<file path="src/rtl/lpsc_pkg.sv">
// lpsc_pkg: shared types and constants of the length-prefixed to start-code converter
// used by lpsc_parse and length_prefixed_to_start_code_core; no dependencies
`default_nettype none

package lpsc_pkg;

  localparam int unsigned ByteW     = 8;
  localparam int unsigned LenSizeW  = 3;
  localparam int unsigned LenW      = 32;
  localparam int unsigned SeenW     = 3;
  localparam int unsigned ScBytes   = 4;
  localparam int unsigned BeatW     = 2;

  localparam logic [LenSizeW-1:0] LenSizeReset = LenSizeW'(4);
  localparam logic [LenSizeW-1:0] LenSizeMin   = LenSizeW'(1);
  localparam logic [LenSizeW-1:0] LenSizeMax   = LenSizeW'(4);
  localparam logic [BeatW-1:0]    ScLastBeat   = BeatW'(ScBytes - 1);
  localparam logic [ByteW-1:0]    ScZeroByte   = ByteW'(8'h00);
  localparam logic [ByteW-1:0]    ScOneByte    = ByteW'(8'h01);

  // what a pending result burst carries
  typedef enum logic [1:0] {
    KIND_PASS  = 2'd0,  // one payload byte
    KIND_START = 2'd1,  // four start-code beats
    KIND_MARK  = 2'd2   // one truncation marker
  } kind_t;

  typedef struct packed {
    kind_t            kind;
    logic [ByteW-1:0] data;
    logic             last;
    logic             trunc;
  } desc_t;

endpackage

`default_nettype wire

</file>
<file path="src/rtl/lpsc_parse.sv">
// lpsc_parse: parse state of the converter; turns one input byte into at most one result burst
// depends on lpsc_pkg
`default_nettype none

module lpsc_parse (
  input  wire logic                          clk,
  input  wire logic                          rst_n,
  input  wire logic                          cfg_we,
  input  wire logic [lpsc_pkg::LenSizeW-1:0] cfg_len_size,
  input  wire logic                          step,
  input  wire logic [lpsc_pkg::ByteW-1:0]    data_byte,
  input  wire logic                          last_in_sample,
  output lpsc_pkg::desc_t                    desc,
  output logic                               desc_has
);
  import lpsc_pkg::*;

  logic [LenSizeW-1:0] len_size_r;
  logic                in_payload_r, in_payload_nxt;
  logic [SeenW-1:0]    seen_r, seen_nxt;
  logic [LenW-1:0]     acc_r, acc_nxt;
  logic [LenW-1:0]     rem_r, rem_nxt;

  logic [LenSizeW-1:0] eff_size;
  logic [LenW-1:0]     acc_sh;
  logic [SeenW-1:0]    seen_inc;
  logic [LenW-1:0]     rem_dec;
  logic                field_done;

  // length size register, out-of-range codes clamped
  always_ff @(posedge clk) begin
    if (!rst_n) begin
      len_size_r <= LenSizeReset;
    end else if (cfg_we) begin
      len_size_r <= cfg_len_size;
    end
  end

  always_comb begin
    if (len_size_r < LenSizeMin) begin
      eff_size = LenSizeMin;
    end else if (len_size_r > LenSizeMax) begin
      eff_size = LenSizeMax;
    end else begin
      eff_size = len_size_r;
    end
  end

  assign acc_sh     = {acc_r[LenW-ByteW-1:0], data_byte};
  assign seen_inc   = seen_r + SeenW'(1);
  assign rem_dec    = rem_r - LenW'(1);
  assign field_done = seen_inc >= eff_size;

  // next parse state and the burst this byte causes
  always_comb begin
    in_payload_nxt = in_payload_r;
    seen_nxt       = seen_r;
    acc_nxt        = acc_r;
    rem_nxt        = rem_r;
    desc.kind      = KIND_PASS;
    desc.data      = data_byte;
    desc.last      = last_in_sample;
    desc.trunc     = 1'b0;
    desc_has       = 1'b0;
    if (in_payload_r) begin
      rem_nxt        = rem_dec;
      in_payload_nxt = (rem_dec != '0);
      desc.trunc     = last_in_sample && (rem_dec != '0);
      desc_has       = 1'b1;
    end else if (field_done) begin
      desc.kind      = KIND_START;
      desc.trunc     = last_in_sample && (acc_sh != '0);
      desc_has       = 1'b1;
      rem_nxt        = acc_sh;
      in_payload_nxt = (acc_sh != '0);
      acc_nxt        = '0;
      seen_nxt       = '0;
    end else begin
      acc_nxt  = acc_sh;
      seen_nxt = seen_inc;
      if (last_in_sample) begin
        desc.kind  = KIND_MARK;
        desc.data  = '0;
        desc.trunc = 1'b1;
        desc_has   = 1'b1;
      end
    end
    // end of sample always returns to length reading
    if (last_in_sample) begin
      in_payload_nxt = 1'b0;
      seen_nxt       = '0;
      acc_nxt        = '0;
      rem_nxt        = '0;
    end
  end

  // parse state update on each consumed byte
  always_ff @(posedge clk) begin
    if (!rst_n) begin
      in_payload_r <= 1'b0;
      seen_r       <= '0;
      acc_r        <= '0;
      rem_r        <= '0;
    end else if (step) begin
      in_payload_r <= in_payload_nxt;
      seen_r       <= seen_nxt;
      acc_r        <= acc_nxt;
      rem_r        <= rem_nxt;
    end
  end

endmodule

`default_nettype wire

</file>
<file path="src/rtl/length_prefixed_to_start_code_core.sv">
// length_prefixed_to_start_code_core: top level of the length-prefixed to start-code converter
// depends on lpsc_pkg and lpsc_parse
// path: an accepted input beat goes through the input register, then the result register,
//   before its first result beat
// throughput: one input beat per cycle while out_tready is high and each byte yields at most
//   one result beat; a start code holds the result register for four beats, so the
//   next byte waits for its final beat after every completed length field, whatever its size
// reset: synchronous active-low rst_n clears the parse state, both valid flags and the beat
//   counter and sets length_size to 4
`default_nettype none

module length_prefixed_to_start_code_core (
  input  wire logic                          clk,
  input  wire logic                          rst_n,
  // configuration write
  input  wire logic                          cfg_valid,
  output logic                               cfg_ready,
  input  wire logic [lpsc_pkg::LenSizeW-1:0] cfg_data,   // length_size
  // input stream
  input  wire logic                          in_tvalid,
  output logic                               in_tready,
  input  wire logic [7:0]                    in_tdata,   // [7:0] data_byte
  input  wire logic                          in_tlast,   // last_in_sample
  // result stream
  output logic                               out_tvalid,
  input  wire logic                          out_tready,
  output logic [7:0]                         out_tdata,  // [7:0] out_byte
  output logic                               out_tlast,  // out_last
  output logic                               out_tuser   // [0] truncated
);
  import lpsc_pkg::*;

  logic             in_vld_r;
  logic [ByteW-1:0] in_byte_r;
  logic             in_last_r;

  logic             res_vld_r;
  desc_t            res_r;
  logic [BeatW-1:0] beat_r;

  desc_t            pdesc;
  logic             pdesc_has;
  logic             final_beat;
  logic             res_free;
  logic             advance;

  assign cfg_ready = 1'b1;

  // result register frees when empty or its last beat is taken
  assign final_beat = (res_r.kind != KIND_START) || (beat_r == ScLastBeat);
  assign res_free   = !res_vld_r || (out_tready && final_beat);
  assign advance    = in_vld_r && res_free;
  assign in_tready  = !in_vld_r || res_free;

  lpsc_parse u_parse (
    .clk            (clk),
    .rst_n          (rst_n),
    .cfg_we         (cfg_valid && cfg_ready),
    .cfg_len_size   (cfg_data),
    .step           (advance),
    .data_byte      (in_byte_r),
    .last_in_sample (in_last_r),
    .desc           (pdesc),
    .desc_has       (pdesc_has)
  );

  // input register
  always_ff @(posedge clk) begin
    if (!rst_n) begin
      in_vld_r <= 1'b0;
    end else if (in_tready) begin
      in_vld_r <= in_tvalid;
    end
  end

  always_ff @(posedge clk) begin
    if (in_tvalid && in_tready) begin
      in_byte_r <= in_tdata;
      in_last_r <= in_tlast;
    end
  end

  // result register and start-code beat counter
  always_ff @(posedge clk) begin
    if (!rst_n) begin
      res_vld_r <= 1'b0;
      beat_r    <= '0;
    end else if (res_free) begin
      res_vld_r <= advance && pdesc_has;
      beat_r    <= '0;
    end else if (out_tready) begin
      beat_r <= beat_r + BeatW'(1);
    end
  end

  always_ff @(posedge clk) begin
    if (advance && pdesc_has) begin
      res_r <= pdesc;
    end
  end

  // result beat fields
  always_comb begin
    out_tvalid = res_vld_r;
    unique case (res_r.kind)
      KIND_START: begin
        out_tdata = final_beat ? ScOneByte : ScZeroByte;
        out_tlast = final_beat && res_r.last;
        out_tuser = final_beat && res_r.trunc;
      end
      KIND_PASS, KIND_MARK: begin
        out_tdata = res_r.data;
        out_tlast = res_r.last;
        out_tuser = res_r.trunc;
      end
      default: begin
        out_tdata = res_r.data;
        out_tlast = res_r.last;
        out_tuser = res_r.trunc;
      end
    endcase
  end

  // checks
  a_beat_only_start: assert property (@(posedge clk) disable iff (!rst_n)
    res_vld_r && (beat_r != '0) |-> (res_r.kind == KIND_START))
    else $error("beat counter moved on a single-beat result");

  a_trunc_on_last: assert property (@(posedge clk) disable iff (!rst_n)
    out_tvalid && out_tuser |-> out_tlast)
    else $error("truncated flag without end of sample");

  a_last_on_final: assert property (@(posedge clk) disable iff (!rst_n)
    out_tvalid && out_tlast |-> final_beat)
    else $error("end of sample flagged before the final start-code beat");

  a_hold_input: assert property (@(posedge clk) disable iff (!rst_n)
    in_vld_r && !res_free |=> in_vld_r && $stable(in_byte_r) && $stable(in_last_r))
    else $error("pending input byte lost while the result stalled");

endmodule

`default_nettype wire
</file>
<file path="config.mk">
export PLATFORM = sky130hd
export DESIGN_NAME = length_prefixed_to_start_code_core
export DESIGN_NICKNAME = d
export VERILOG_FILES = /design/src/rtl/lpsc_pkg.sv /design/src/rtl/lpsc_parse.sv /design/src/rtl/length_prefixed_to_start_code_core.sv
export SDC_FILE = /design/constraint.sdc
export NUM_CORES = 1
export LEC_CHECK = 0
export BUFFER_PORTS_ARGS = -buffer_cell sky130_fd_sc_hd__buf_2
export CORE_MARGIN = 1
export CORE_UTILIZATION = 66
export CTS_CLUSTER_DIAMETER = 200
export DETAILED_ROUTE_END_ITERATION = 6
export GPL_TIMING_DRIVEN = 0
export PLACE_DENSITY = 0.86
export REMOVE_ABC_BUFFERS = 1
export SLEW_MARGIN = 25
export SYNTH_ARGS = -nofsm -noshare
export SYNTH_HDL_FRONTEND = slang
export SYNTH_SLANG_ARGS = --single-unit
</file>
<file path="constraint.sdc">
create_clock -name clk -period 3.5 [get_ports clk]
set_input_delay 0.175 -clock clk [delete_from_list [all_inputs] [get_ports clk]]
set_output_delay 0.175 -clock clk [all_outputs]
set_load 0.01 [all_outputs]
</file>
==> impl_metrics.yaml <==
global_route:
  grt_remaining_overflow: 0
  grt_max_degree: 38
  grt_pass1_vias: 4119
  antenna_found_initial: 0
  grt_pass1_wl_um: 21100
  grt_usage: 0.371
yosys:
  ys_seq_area_frac: 0.413
  synth_largest_area_cell: "dfxtp_1"
  synth_top_area_share: 0.281
  synth_common_cells: "dfxtp_1 (67), nor2_1 (62), a21oi_1 (39), nand2_1 (37), a22oi_1 (33)"
  postSynthCellCount: 541
  synth.area.top_cells: "dfxtp_1 (28%), edfxtp_1 (13%), a22oi_1 (5.2%)"
  yosysWarnings: 0
  synth_area_per_cell_um2: 8.82
  synth_cell_types: 69
  synth-edff-count: 21
  synth.cell_area_um2: 4770
  yosysMostFrequentCell: "dfxtp_1"
  synthArstFlopShare: 0
  synthFlopType: "dfxtp_1"
  synth-seq-cells: 88
timing:
  slew_headroom: 0.330
  setup_viol: 0
  worst_pin_slew_ns: 0.979
  skew_ns: 0.0127
  layout_min_cycle_time_ns: 3.19
  rsz0062_at_grt: "no"
  layout_worst_path_cycle_share: 0.913
  finalHoldViolCount: 0
  slew_violations: 0
  max_freq_mhz: 313
placed_design:
  placed_area_um2: 4940
  routabilityCongestion: 0.914
  dp_hpwl_um: 8420
  portBuffers: 28
  post-place-cells: 634
floorplanning:
  die_w_um: 87.0
  io-pin-count: 30
  initial_core_util: 0.691
  die_h_um: 87.0
  rows: 30
  core_um2: 6910
  die_area_um2: 7570
cts:
  cts_setup_buffers: 0
  cts_resized: 0
  clock_path_buffers: 2
  cts_sinks: 88
  root_buffer: "clkbuf_8"
  cts.clk_slew.worst_paths_ns: 0.09
  cts_buffers: 9
  clock_latency_ns: 0.37
  cts_tree: "built"
  htree_levels: 3
route:
  via_per_inst: 6.87
  wl_um: 13400
  via_count: 4526
  wl_per_cell_um: 20.3
  drt_iter0_drc: 664
  drtPass1Iterations: 5
  drc_errors: 0
  ant_nets: 0
finish:
  finalNonFillerCells: 659
  area_growth_pct: 9.99
  post-route-util: 0.760
  n_antenna_cell: 0
  final_area_um2: 5250
  n_fill_cell: 493
  drive_gt1_frac: 0.144
  finalNetCount: 582
setup_path:
  end_kind: "flip-flop"
  cp.arrival_ns: 3.48
  crit_chain: "ha_1 -> ha_1 -> a21o_1 -> a2111o_1 -> nand2_2 -> inv_2 -> a21o_1 -> a211oi_1"
  path_buf_inv: 1
  max_stage_delay_ns: 0.57
  crit_type: "flip-flop to flip-flop"
  path_delay_family: "compound AO/OA/AOI/OAI gates"
  cp.required_ns: 3.79
  cp_max_fo: 36
  worst_path_max_delay_cell: "nand2_2"
  startpoint_type: "flip-flop"
run_status:
  status: "completed"
power_and_ir_drop:
  power.density_nw_per_um2: 409
  ir_worst_vdd_mv: 0.349
  p_leak_uw: 0.00194
run:
  drv_cap: 0
hold_path:
  hp-class: "primary input to flip-flop"
==> cell usage in the layout, fill, tap and decap left out, drive strengths merged, types with 21 or more instances in the layout <==
cell type	instances
o21ai	25
a22oi	33
nor3	22
nor2	62
dfxtp	67
nand2	38
and2	21
edfxtp	21
a21oi	39
buf	32
==> path summary, 6_finish.rpt <==
check	end	slack, ns	start	cells past startpoint
max	u_parse.rem_r[3]	0.31	u_parse.seen_r[0]	8
min	u_parse.len_size_r[2]	0.04	cfg_data[2]	3
max reg2reg	u_parse.rem_r[3]	0.31	u_parse.seen_r[0]	8
min reg2reg	u_parse.rem_r[31]	0.50	u_parse.rem_r[31]	2
==> kinds of logic after synthesis <==
kind of cell | synth area share
buffers and inverters | 0.0448
AO/OA/AOI/OAI | 0.196
AND/OR/NAND/NOR | 0.277
multiplexers | 0.0215
flip-flops | 0.413
XOR/XNOR | 0.0275
other | 0.000786
adder cells (fa/ha/maj) | 0.0184
==> stage by stage <==
stage / worst slack (ns) / TNS (ns) / power [uW] / hold slack (ns)
after CTS: 0.207 / 0 / 2120 / 0.0246
final: 0.306 / 0 / 2150 / 0.0446
after global routing: 0.184 / 0 / 2210 / 0.0510
after global placement: -1.03 / -24.76 / 1380 / 0.351
after floorplan: 0.403 / 0 / 1310 / 0.274
after detailed placement: 0.202 / 0 / 1400 / 0.353
==> state kept, by name (all words and copies together) (netlist names) <==
name	cells
beat_r	2
in_vld_r	1
u_parse.in_payload_r	1
in_last_r	1
u_parse.rem_r	32
out_tvalid	1
res_r	12
in_byte_r	8
u_parse.acc_r	24
u_parse.len_size_r	3
u_parse.seen_r	3
==> metal layers <==
| layer | part of all wire | global-route usage | vias up | routed length (um) |
|---|---|---|---|---|
| met2 | 0.46 | 0.571 | 326 | 6190 |
| met1 | 0.39 | 0.500 | 2118 | 5260 |
| met3 | 0.097 | 0.0540 | 61 | 1300 |
| met5 | 0 | 0 | - | 0 |
| li1 | - | - | 2021 | - |
| met4 | 0.046 | 0.218 | 0 | 611 |
==> repair_timing <==
item | 4_1_cts | 5_1_grt
hold buffers | 9 | 0
endpoints found under the hold margin | 9 | 0
endpoints found under the setup margin | 0 | 0
==> power by group <==
group	internal (uW)	leakage, uW	switching (uW)
clock network	339	0.0000998	407
logic	115	0.00110	187
registers	1070	0.000742	33.7
==> worst min-delay path, stage by stage <==
cell and delay [ns]:
buf_2 0.08, nand2_1 0.05, o211ai_1 0.08
==> cell type report <==
cell class              count  area [um2]  share of cell area
clock buffers               9         124              0.0236
clock inverters             7        78.8              0.0150
inverters                  13        48.8             0.00930
multi-input cells         405        2610               0.497
flip-flops and latches     88        1970               0.376
well taps                  96         120              0.0229
repair buffers             41         297              0.0565
Note: power is estimated with default switching activity, not from simulation.
